$ cat config.mk
export PLATFORM = sky130hd
export DESIGN_NAME = weighted_round_robin_pause_arbiter_top
export DESIGN_NICKNAME = d
export VERILOG_FILES = /design/src/rtl/wrrp_pkg.sv /design/src/rtl/wrrp_core.sv /design/src/rtl/weighted_round_robin_pause_arbiter_top.sv
export SDC_FILE = /design/constraint.sdc
export NUM_CORES = 1
export LEC_CHECK = 0
export BUFFER_PORTS_ARGS = -buffer_cell sky130_fd_sc_hd__buf_2
export CORE_UTILIZATION = 40
export DETAILED_ROUTE_END_ITERATION = 7
export HOLD_SLACK_MARGIN = 0.03
export PLACE_DENSITY = 0.65
export SLEW_MARGIN = 20
export SYNTH_ARGS = -nofsm -noshare
export SYNTH_HDL_FRONTEND = slang
export SYNTH_HIERARCHICAL = 1
export SYNTH_SLANG_ARGS = --single-unit
$ cat constraint.sdc
create_clock -name aclk -period 4.39 [get_ports aclk]
set_input_delay 0.6585 -clock aclk [delete_from_list [all_inputs] [get_ports aclk]]
set_output_delay 0.6585 -clock aclk [all_outputs]
set_load 0.05 [all_outputs]
$ cat src/rtl/wrrp_pkg.sv
// Shared types and constants of the weighted round-robin pause arbiter.
// Holds the opcode, item and result types used by the core and the top level.
// No dependencies.
package wrrp_pkg;

    localparam int MAX_QUEUES = 8;
    localparam logic [7:0] WEIGHT_RESET = 8'd1;
    localparam logic [7:0] COUNT_MAX = 8'hFF;

    typedef enum logic [1:0] {
        OP_SCHEDULE = 2'd0,
        OP_PAUSE    = 2'd1,
        OP_RESUME   = 2'd2
    } opcode_t;

    typedef struct packed {
        opcode_t     opcode;
        logic [2:0]  queue_id;
        logic [7:0]  ready_mask;
    } item_t;

    typedef struct packed {
        logic        grant_valid;
        logic [2:0]  grant_queue;
        logic        any_pullable;
    } result_t;

endpackage

$ cat src/rtl/wrrp_core.sv
// Scheduling core: credit buckets, pause counters and the grant decision for one word.
// State advances on each step; the decision is combinational from the current state.
// Depends on wrrp_pkg.
module wrrp_core #(
    parameter int NUM_QUEUES = 8
) (
    input  logic                         aclk,
    input  logic                         aresetn,
    input  logic                         step,
    input  wrrp_pkg::item_t              item,
    input  logic [NUM_QUEUES-1:0][7:0]   weight,
    output wrrp_pkg::result_t            result
);
    import wrrp_pkg::*;

    logic [NUM_QUEUES-1:0][7:0] bucket_reg, bucket_next;
    logic [NUM_QUEUES-1:0][7:0] pause_reg, pause_next;

    logic       hit_found, fw_found, best_found;
    logic [2:0] hit_q, fw_q, best_q;

    always_comb begin
        result      = '0;
        bucket_next = bucket_reg;
        pause_next  = pause_reg;
        hit_found   = 1'b0;
        fw_found    = 1'b0;
        best_found  = 1'b0;
        hit_q       = '0;
        fw_q        = '0;
        best_q      = '0;

        for (int q = 0; q < NUM_QUEUES; q++) begin
            if (item.ready_mask[q] && pause_reg[q] == 8'd0) begin
                result.any_pullable = 1'b1;
            end
            if (item.ready_mask[q]) begin
                if (bucket_reg[q] != 8'd0) begin
                    if (!hit_found) begin
                        hit_found = 1'b1;
                        hit_q     = 3'(q);
                    end
                end else if (weight[q] != 8'd0) begin
                    if (!fw_found) begin
                        fw_found = 1'b1;
                        fw_q     = 3'(q);
                    end
                end else if (!best_found) begin
                    best_found = 1'b1;
                    best_q     = 3'(q);
                end
            end
        end

        case (item.opcode)
            OP_SCHEDULE: begin
                if (hit_found) begin
                    result.grant_valid = 1'b1;
                    result.grant_queue = hit_q;
                    for (int q = 0; q < NUM_QUEUES; q++) begin
                        if (hit_q == 3'(q)) begin
                            bucket_next[q] = bucket_reg[q] - 8'd1;
                        end
                    end
                end else if (fw_found) begin
                    result.grant_valid = 1'b1;
                    result.grant_queue = fw_q;
                    for (int q = 0; q < NUM_QUEUES; q++) begin
                        bucket_next[q] = weight[q] - ((fw_q == 3'(q)) ? 8'd1 : 8'd0);
                    end
                end else if (best_found) begin
                    result.grant_valid = 1'b1;
                    result.grant_queue = best_q;
                end
            end
            OP_PAUSE: begin
                for (int q = 0; q < NUM_QUEUES; q++) begin
                    if (item.queue_id == 3'(q) && pause_reg[q] != COUNT_MAX) begin
                        pause_next[q] = pause_reg[q] + 8'd1;
                    end
                end
            end
            OP_RESUME: begin
                for (int q = 0; q < NUM_QUEUES; q++) begin
                    if (item.queue_id == 3'(q) && pause_reg[q] != 8'd0) begin
                        pause_next[q] = pause_reg[q] - 8'd1;
                    end
                end
            end
            default: begin
            end
        endcase
    end

    always_ff @(posedge aclk) begin
        if (!aresetn) begin
            for (int q = 0; q < NUM_QUEUES; q++) begin
                bucket_reg[q] <= WEIGHT_RESET;
                pause_reg[q]  <= 8'd0;
            end
        end else if (step) begin
            bucket_reg <= bucket_next;
            pause_reg  <= pause_next;
        end
    end

`ifndef SYNTH
    a_grant_ready: assert property (@(posedge aclk) disable iff (!aresetn)
        result.grant_valid |-> item.ready_mask[result.grant_queue])
        else $error("grant to a queue that is not ready");

    a_grant_sched_only: assert property (@(posedge aclk) disable iff (!aresetn)
        item.opcode != OP_SCHEDULE |-> !result.grant_valid)
        else $error("grant on a pause or resume word");

    a_no_grant_zero: assert property (@(posedge aclk) disable iff (!aresetn)
        !result.grant_valid |-> result.grant_queue == 3'd0)
        else $error("queue index without grant");

    a_pause_hold: assert property (@(posedge aclk) disable iff (!aresetn)
        (step && item.opcode == OP_SCHEDULE) |=> $stable(pause_reg))
        else $error("pause counts changed by a schedule word");
`endif

endmodule

$ cat src/rtl/weighted_round_robin_pause_arbiter_top.sv
// Weighted round-robin output-port scheduler with per-queue pause counters, top level.
// Holds the stream handshake, input and result registers and the weight registers.
// Depends on wrrp_pkg and wrrp_core.
//
// The rate is one word per cycle unless m_tready stalls it, set by the combinational
// eight-way priority scan and bucket update in wrrp_core. Schedule words (tuser 0)
// return a grant when the ready mask is nonzero; pause (1) and resume (2) words adjust
// the named queue's pause count. Weights must be written through the cfg port while
// idle (the block does not enforce this) and take effect at the next bucket reload.
module weighted_round_robin_pause_arbiter_top #(
    parameter int NUM_QUEUES = 8
) (
    input  logic        aclk,
    input  logic        aresetn,
    input  logic        cfg_we,
    input  logic [2:0]  cfg_index,
    input  logic [7:0]  cfg_wdata,
    input  logic        s_tvalid,
    output logic        s_tready,
    input  logic [15:0] s_tdata,   // queue_id[2:0], ready_mask[10:3], zero fill
    input  logic [1:0]  s_tuser,   // opcode[1:0]
    output logic        m_tvalid,
    input  logic        m_tready,
    output logic [7:0]  m_tdata,   // grant_queue[2:0], any_pullable[3], zero fill
    output logic        m_tuser    // grant_valid
);
    import wrrp_pkg::*;

    logic                       in_valid_reg;
    item_t                      in_item_reg;
    logic                       out_valid_reg;
    result_t                    out_res_reg;
    logic [NUM_QUEUES-1:0][7:0] weight_reg;
    result_t                    core_res;
    logic                       out_free;
    logic                       step;

    assign out_free = !out_valid_reg || m_tready;
    assign step     = in_valid_reg && out_free;
    assign s_tready = !in_valid_reg || out_free;

    always_ff @(posedge aclk) begin
        if (!aresetn) begin
            in_valid_reg  <= 1'b0;
            out_valid_reg <= 1'b0;
        end else begin
            if (s_tready) begin
                in_valid_reg <= s_tvalid;
            end
            if (out_free) begin
                out_valid_reg <= in_valid_reg;
            end
        end
    end

    always_ff @(posedge aclk) begin
        if (s_tready && s_tvalid) begin
            in_item_reg.opcode     <= opcode_t'(s_tuser);
            in_item_reg.queue_id   <= s_tdata[2:0];
            in_item_reg.ready_mask <= s_tdata[10:3];
        end
        if (step) begin
            out_res_reg <= core_res;
        end
    end

    always_ff @(posedge aclk) begin
        if (!aresetn) begin
            for (int q = 0; q < NUM_QUEUES; q++) begin
                weight_reg[q] <= WEIGHT_RESET;
            end
        end else if (cfg_we) begin
            for (int q = 0; q < NUM_QUEUES; q++) begin
                if (cfg_index == 3'(q)) begin
                    weight_reg[q] <= cfg_wdata;
                end
            end
        end
    end

    wrrp_core #(
        .NUM_QUEUES(NUM_QUEUES)
    ) u_core (
        .aclk    (aclk),
        .aresetn (aresetn),
        .step    (step),
        .item    (in_item_reg),
        .weight  (weight_reg),
        .result  (core_res)
    );

    assign m_tvalid = out_valid_reg;
    assign m_tuser  = out_res_reg.grant_valid;
    assign m_tdata  = {4'b0000, out_res_reg.any_pullable, out_res_reg.grant_queue};

endmodule
# ---- Word-level counts from Yosys, hierarchy flattened
# Cells that the tools add are included.
dict set report totals {
  register_bits 212
  input_bits 34
  elab_cells 400
}
dict set report classes {
  add_sub_neg 32
  eq_ne 62
  n_mux 180
  n_reduce_logical 94
}
# cell count
set ops {}
lappend ops {{two-way mux 3 bit} 74}
lappend ops {{two-way mux 8 bit} 24}
lappend ops {{nonzero test 8 bit} 24}
lappend ops {{two-way mux 64 bit} 2}
lappend ops {{case mux 64 bit (2 select lines)} 1}
lappend ops {{subtractor 8 x 1 -> 8 bit (second input constant)} 16}
lappend ops {{two-way mux 1 bit} 76}
lappend ops {{adder 8 x 1 -> 8 bit (second input constant)} 8}
lappend ops {{zero test 8 bit} 8}
lappend ops {{inequality test 8 bit (second input constant)} 8}
lappend ops {{AND reduction 4 bit} 16}
lappend ops {{subtractor 8 bit} 8}
lappend ops {{equality test 3 bit (second input constant)} 16}
lappend ops {{inequality test 2 x 1 -> 1 bit (second input constant)} 16}
lappend ops {{logical AND 1 bit} 26}
lappend ops {{equality test 3 x 2 -> 1 bit (second input constant)} 8}
lappend ops {{inequality test 2 bit (second input constant)} 8}
lappend ops {{AND reduction 2 bit} 8}
lappend ops {{equality test 3 x 1 -> 1 bit (second input constant)} 4}
lappend ops {{zero test 3 bit} 4}
lappend ops {{two-way mux 4 bit} 3}
lappend ops {{OR reduction 7 bit} 1}
lappend ops {{nonzero test 2 bit} 2}
lappend ops {{equality test 2 x 1 -> 1 bit (second input constant)} 1}
lappend ops {{4 further kinds} 6}

# ---- Longest topological paths before layout
# Gate-level depths: netlist of the first run.
dict set report depth {
  ltp_word 37
  ltp_mapped 16
  depth_no_buf 16
}

# ---- Cells and area by module
# The synthesis of the first run kept the hierarchy.
# module instances cells_each area_per_inst_um2 seq_area_each_um2
set modules_own_cells {}
lappend modules_own_cells {wrrp_core 1 1436 10926.7 2562.5}
lappend modules_own_cells {weighted_round_robin_pause_arbiter_top 1 256 3035.4 1861.8}

# ---- Worst setup path before layout of the first run
# OpenSTA, ideal clock, no wires.
dict set report synth_path {
  path_type {flip-flop to flip-flop}
  start {register in_item_reg[11] in the netlist's numbering}
  end {register u_core/pause_reg[6] in the netlist's numbering}
  setup_ns 0.060
  arrival_time_ns 3.807
  path_slack_ns 0.524
  path_stages_with_launch 14
  period_less_slack_ns 3.866
  path_cell_list {edfxtp_1 inv_1 ha_1 clkbuf_1 inv_1 clkbuf_1 fa_1 nor2b_1 o21ai_0 a21boi_0 o21a_1 nor3_1 o31ai_1 and2_1}
}
dict set report synth_between {
  elab_chain_cells 3
  elab_cells_between_ends 7
  cone_classes {eq/ne: 4; mux: 1; reduce/logical: 2}
}
# element line
set synth_lines {}
lappend synth_lines {{start, declared} weighted_round_robin_pause_arbiter_top.sv:30} ;# item_t in_item_reg;
lappend synth_lines {{equality test 2 bit / equality test 2 x 1 -> 1 bit (equally long branches)} wrrp_core.sv:55} ;# case (item.opcode)
lappend synth_lines {{inequality test 2 x 1 -> 1 bit (no source line) / nonzero test 2 bit (equally long branches)} --}
lappend synth_lines {{AND reduction 4 bit (no source line)} --}
lappend synth_lines {{end signal, assigned} wrrp_core.sv:103} ;# pause_reg <= pause_next;
lappend synth_lines {{end, declared} wrrp_core.sv:17} ;# logic [NUM_QUEUES-1:0][7:0] pause_reg, pause_next;
# Parallel ways exist; a longest one is shown, timed or not.
# A chain may end at the register's enable or synchronous reset.

# ---- Worst setup path after layout of the first run
dict set report layout_path {
  start {register u_core/bucket_reg[24] in the netlist's numbering}
  end {register u_core/bucket_reg[28] in the netlist's numbering}
}
dict set report layout_between {
  elab_chain_cells 24
  elab_cells_between_ends 68
  cone_classes {add/sub: 2; eq/ne: 3; mux: 60; reduce/logical: 3}
}
# element line
set layout_lines {}
lappend layout_lines {{start, declared} wrrp_core.sv:16} ;# logic [NUM_QUEUES-1:0][7:0] bucket_reg, bucket_next;
lappend layout_lines {{start signal, assigned} wrrp_core.sv:102} ;# bucket_reg <= bucket_next;
lappend layout_lines {{nonzero test 8 bit} wrrp_core.sv:38} ;# if (bucket_reg[q] != 8'd0) begin
lappend layout_lines {{two-way mux 3 bit / two-way mux 1 bit (equally long branches)} wrrp_core.sv:38}
lappend layout_lines {{two-way mux 3 bit / two-way mux 1 bit (equally long branches)} wrrp_core.sv:37} ;# if (item.ready_mask[q]) begin
lappend layout_lines {{two-way mux 3 bit} wrrp_core.sv:44} ;# if (!fw_found) begin
lappend layout_lines {{two-way mux 3 bit} wrrp_core.sv:43} ;# end else if (weight[q] != 8'd0) begin
lappend layout_lines {{two-way mux 3 bit} wrrp_core.sv:38}
lappend layout_lines {{two-way mux 3 bit} wrrp_core.sv:37}
lappend layout_lines {{two-way mux 3 bit} wrrp_core.sv:44}
lappend layout_lines {{[8 not listed]} --}
lappend layout_lines {{two-way mux 3 bit} wrrp_core.sv:43}
lappend layout_lines {{two-way mux 3 bit} wrrp_core.sv:38}
lappend layout_lines {{two-way mux 3 bit} wrrp_core.sv:37}
lappend layout_lines {{equality test 3 x 2 -> 1 bit} wrrp_core.sv:69} ;# bucket_next[q] = weight[q] - ((fw_q == 3'(q)) ? 8'd1 : 8'd0);
lappend layout_lines {{two-way mux 1 bit} wrrp_core.sv:69}
lappend layout_lines {{subtractor 8 bit} wrrp_core.sv:69}
lappend layout_lines {{two-way mux 64 bit} wrrp_core.sv:65} ;# end else if (fw_found) begin
lappend layout_lines {{two-way mux 64 bit} wrrp_core.sv:57} ;# if (hit_found) begin
# Parallel ways exist; a longest one is shown, timed or not. The select of a mux whose other input is x is not followed.

==> results of run 1 <==
-- final cells by class --
type	instances	area, µm²	area share [%]
Multi-Input combinational cell	1321	8880	58.0
Timing Repair Buffer	55	340	2.22
Clock inverter	2	37.5	0.245
Sequential cell	212	4420	28.9
Inverter	82	309	2.02
Tap cell	455	569	3.72
Clock buffer	42	749	4.90
-- report_power, final --
part	switching, W	total, W	internal, W
clock	0.000823	0.00203	0.00121
combinational	0.000287	0.000454	0.000168
sequential	0.0000536	0.00205	0.00199
total	0.00116	0.00453	0.00337
-- cell usage in the layout, fill, tap and decap left out, drive strengths merged, types with 9 or more instances in the layout --
master / n
or3: 13
a2111oi: 9
nand2: 185
a211o: 9
a21oi: 99
ha: 78
and3: 19
nand4: 23
o21a: 12
clkbuf: 42
nand2b: 14
nor4b: 14
nor2: 184
a211oi: 10
nand3: 37
nor3b: 14
or4: 20
a31oi: 13
o31ai: 9
nand3b: 15
inv: 81
a21boi: 12
o211ai: 27
nor3: 48
buf: 55
o22ai: 9
xor2: 18
edfxtp: 18
mux2i: 96
a21o: 19
nor4: 27
o21ai: 103
nor2b: 21
dfxtp: 194
xnor2: 60
-- per-layer routing --
| metal | vias to the layer above | routed length [µm] |
|---|---|---|
| li1 | 6118 | - |
| met1 | 5906 | 16500 |
| met2 | 268 | 16900 |
| met3 | 53 | 1470 |
| met4 | 0 | 826 |
| met5 | - | 0 |
-- kinds of logic after synthesis --
kind of cell / count (synthesis)
AND/OR/NAND/NOR: 661
AO/OA/AOI/OAI: 396
flip-flops: 212
buffers and inverters: 162
multiplexers: 96
adder cells (fa/ha/maj): 86
XOR/XNOR: 78
other: 1
-- stage by stage --
step | std cells | setup WS (ns)
final | 2169 | 0.671
after global routing | 2169 | 0.389
after CTS | 2169 | 0.754
after detailed placement | 2125 | 0.783
after global placement | 2125 | 0.858
after floorplan | 1695 | 0.524
-- critical path, cell delays in order (launching register included) --
cell and delay, ns:
dfxtp_1 0.34, inv_1 0.07, ha_1 0.18, nor3b_1 0.76, a21boi_0 0.38, nor4_4 0.44
nand2_2 0.26, buf_4 0.31, o21ai_2 0.52, o21ai_0 0.21, a21oi_1 0.16
-- final timing paths --
check             cells after the start                     to             startpoint  slack (ns)
setup / recovery                     10  u_core/bucket_reg[28]  u_core/bucket_reg[24]        0.67
hold / removal                        1         in_item_reg[8]             s_tdata[0]        0.31
setup reg to reg                     10  u_core/bucket_reg[28]  u_core/bucket_reg[24]        0.67
hold reg to reg                       2  u_core/bucket_reg[57]  u_core/bucket_reg[57]        0.47
==> results_dict.tcl, run 1 <==
set metrics [dict create \
    yosysSeqAreaShare_pct 31.7 \
    grt_pass1_wl_um 58300 \
    muxShareOfSynthArea_pct 6.88 \
    cts_setup_buffers 0 \
    total_power_w 0.00453 \
    hold_viol 0 \
    drive_above_1_share_pct 7.93 \
    avgRoutedWirePerCell_um 16.4 \
    whs_ns 0.313 \
    max-cap-violations 0 \
    grt_pass1_vias 11535 \
    hold_buffers 0 \
    nets 1817 \
    cts_tree "done" \
    yosys.area.top_type "dfxtp_1" \
    fp.dieH_um 189 \
    gr-usage-met1_pct 26.2 \
    yosysTopAreaCellShare_pct 27.8 \
    grt_usage_pct 19.6 \
    io_pins 45 \
    fin_crit_sh_pct 84.7 \
    ir_worst_vdd_uv 230 \
    start_util_pct 40.5 \
    htree_levels 1 \
    hp-class "in -> reg" \
    synth_adder_area_share_pct 8.14 \
    cts_resized 0 \
    rsz0062_at_grt "false" \
    synth_top_family_by_area "simple AND/OR/NAND/NOR gates" \
    antennaDiodeCount 0 \
    ant_nets 0 \
    clock_tree.root_cell "clkbuf_16" \
    dpl.hpwl_um 24300 \
    cts_sinks 212 \
    route.detailed.drc 0 \
    cts_buffers 25 \
    grt_start_max_net_pins 99 \
    fin_skew_ns 0.0110 \
    async_flop_share_pct 0 \
    worstSetupPathType "reg -> reg" \
    synth_area_leaders "dfxtp_1 (28%), ha_1 (7.0%), mux2i_1 (6.9%)" \
    crit_path_start_kind "register" \
    die_w_um 189 \
    yosys_warnings 6 \
    gp_congestion 0.873 \
    end_kind "register" \
    grtUsageMet3_pct 2.22 \
    area_growth_pct 9.64 \
    worstPathRequired_ns 4.84 \
    powerDensity_mw_per_mm2 296 \
    crit_arrival_ns 4.17 \
    synth-compound-area-share_pct 19.4 \
    busiest_layer "met2" \
    period_minus_slack_ns 3.72 \
    synth_edf_count 18 \
    clk_pin_slew_ns 0.06 \
    syn_area_per_cell_um2 8.25 \
    grtUsageMet2_pct 33.2 \
    setup_viol 0 \
    timing.setup.tns_ns 0 \
    nFillCells 3390 \
    netlist_area_mm2 0.0140 \
    drt_iter0_markers 847 \
    wl_um 35600 \
    cts_buffer_depth 3 \
    critPathMaxFanout 30 \
    dr.pass1.iters 5 \
    fmax_ghz 0.269 \
    rows 68 \
    outcome "finished clean" \
    p_leak_nw 6.01 \
    synth_flop_cell "dfxtp_1" \
    synth.top_cells.by_count "dfxtp_1 (194), nor2_1 (184), nand2_1 (183)" \
    synth_simple_gate_area_share_pct 24.0 \
    dr_total_vias 12345 \
    postSynthCellCount 1692 \
    port_buffers 35 \
    antenna_found_initial 0 \
    synth-xor-area-share_pct 4.89 \
    worst_pin_slew_ns 1.03 \
    overflow 0 \
    insertion_delay_ns 0.52 \
    yosysUniqueCellTypes 96 \
    core_region_area_mm2 0.0345 \
    design_area_mm2 0.0153 \
    via_per_inst 5.69 \
    max_slew_margin_pct 30.9 \
    placed_area_mm2 0.0145 \
    ys_ff_latch 212 \
    finalCoreUtilization_pct 44.4 \
    die-area_mm2 0.0357 \
    yosysMostFrequentCell "dfxtp_1" \
    drv_slew 0 \
]
Power figures use the tool's default switching activity.
==> run 2: changes to the inputs <==
PLACE_DENSITY = 0.67   (was 0.65)
clock period = 3.2 ns   (was 4.39 ns; I/O delays follow)
==> results_dict.tcl, run 2 (same netlist as run 1, synthesis figures left out) <==
set metrics [dict create \
    powerDensity_mw_per_mm2 381 \
    overflow 0 \
    cpPeakStageDelay_ns 0.54 \
    via_per_inst 5.63 \
    path_common_cell "or4_4" \
    die_w_um 189 \
    hold_buffers 0 \
    cts_sinks 212 \
    port_buffers 35 \
    wl_um 37100 \
    whs_ns 0.136 \
    area_growth_pct 16.8 \
    core_region_area_mm2 0.0345 \
    fin_crit_sh_pct 97.0 \
    grt_pass1_vias 11709 \
    antennaDiodeCount 0 \
    grt_usage_pct 19.8 \
    avgRoutedWirePerCell_um 16.4 \
    finalCoreUtilization_pct 47.3 \
    final_common_cell "dfxtp_1" \
    p_leak_nw 6.55 \
    drv_slew 0 \
    insertion_delay_ns 0.53 \
    grt_pass1_wl_um 58600 \
    worst_path_max_delay_cell "or4_4" \
    antenna_found_initial 0 \
    ant_nets 0 \
    crit_path_start_kind "register" \
    gp_congestion 0.863 \
    setup_viol 0 \
    cts_buffers 25 \
    worstPathRequired_ns 3.65 \
    fp.dieH_um 189 \
    clock_tree.root_cell "clkbuf_16" \
    dpl.hpwl_um 26000 \
    max-cap-violations 0 \
    cts_buffer_depth 3 \
    dr.pass1.iters 5 \
    htree_levels 1 \
    outcome "finished clean" \
    critPathMaxFanout 6 \
    route.detailed.drc 0 \
    hold_viol 0 \
    final_cell_mix "dfxtp_1 (193), nand2_1 (183), nor2_1 (182)" \
    dr_total_vias 12740 \
    rsz0062_at_grt "true" \
    nets 1911 \
    total_power_w 0.00622 \
    start_util_pct 40.5 \
    timing.setup.tns_ns 0 \
    end_kind "register" \
    die-area_mm2 0.0357 \
    drt_iter0_markers 1020 \
    max_slew_margin_pct 42.9 \
    fin_skew_ns 0.0216 \
    worstSetupPathType "reg -> reg" \
    io_pins 45 \
    ir_worst_vdd_uv 370 \
    cts_tree "done" \
    fmax_ghz 0.322 \
    crit_path_cell_trace "or4_4 -> or4_4 -> o2bb2ai_4 -> buf_4 -> a21oi_2 -> nor2_2 -> ha_2 -> ha_1 -> nor3b_4 -> xnor2_1 -> a211o_1 -> a21oi_1" \
    rows 68 \
    grt_start_max_net_pins 86 \
    crit_arrival_ns 3.55 \
    clk_pin_slew_ns 0.06 \
    drive_above_1_share_pct 14.5 \
    period_minus_slack_ns 3.10 \
    hp-class "in -> reg" \
    worst_pin_slew_ns 0.857 \
]
==> run 2: final cells by class <==
cell class                      count  area [µm²]
Clock buffer                       27         633
Clock inverter                     18         133
Fill cell                        3269       18200
Inverter                           82         309
Multi-Input combinational cell   1321        9070
Sequential cell                   212        4430
Tap cell                          455         569
Timing Repair Buffer              149        1160
==> run 2: path summary, 6_finish.rpt <==
kind / depth (start not counted) / endpoint / slack (ns) / startpoint
hold / removal: 1 / in_item_reg[5] / 0.14 / s_tdata[8]
setup / recovery: 12 / u_core/bucket_reg[4] / 0.1 / u_core/bucket_reg[2]
hold reg to reg: 2 / u_core/bucket_reg[1] / 0.48 / u_core/bucket_reg[1]
setup reg to reg: 12 / u_core/bucket_reg[4] / 0.1 / u_core/bucket_reg[2]
==> run 2: critical path, delay by kind of cell (launching register included) <==
kind | cells | cell delay (ns)
and+or+nand+nor | 4 | 1.40
buffers and inverters | 1 | 0.15
AOI/OAI and AO/OA | 4 | 0.69
DFF | 1 | 0.34
xor gates and xnor gates | 1 | 0.08
adders and majority gates | 2 | 0.37
==> run 2: per-layer routing <==
layer	share of wire [%]	track usage, %	up-vias	wire length (µm)
met5	0	0	-	0
met2	47	33.6	315	17400
met3	4.8	2.20	72	1780
met1	45	25.9	6042	16800
li1	-	-	6311	-
met4	3.1	6.82	0	1140
==> run 2: repair_timing <==
item / CTS / global route
gates cloned: 0 / 2
pin swaps: 0 / 10
setup endpoints to repair: 1 / 59
gates resized for setup: 2 / 41
buffers inserted: 0 / 6
==> run 2: report_power, final <==
group	total (W)	leakage, nW	switching, W	internal, W
clock	0.00272	0.380	0.00114	0.00158
sequential	0.00280	1.74	0.0000688	0.00274
combinational	0.000691	4.43	0.000416	0.000275
total	0.00622	6.55	0.00163	0.00459
==> run 2: metrics by stage <==
stage | cells | instance area [µm²] | setup WS (ns)
6_report | 2264 | 16300 | 0.0968
5_1_grt | 2264 | 16300 | -0.0834
4_1_cts | 2256 | 16000 | 0.00886
3_5_place_dp | 2211 | 15200 | -0.00317
3_3_place_gp | 2211 | 15200 | -0.00837
2_1_floorplan | 1695 | 14000 | 0.00852
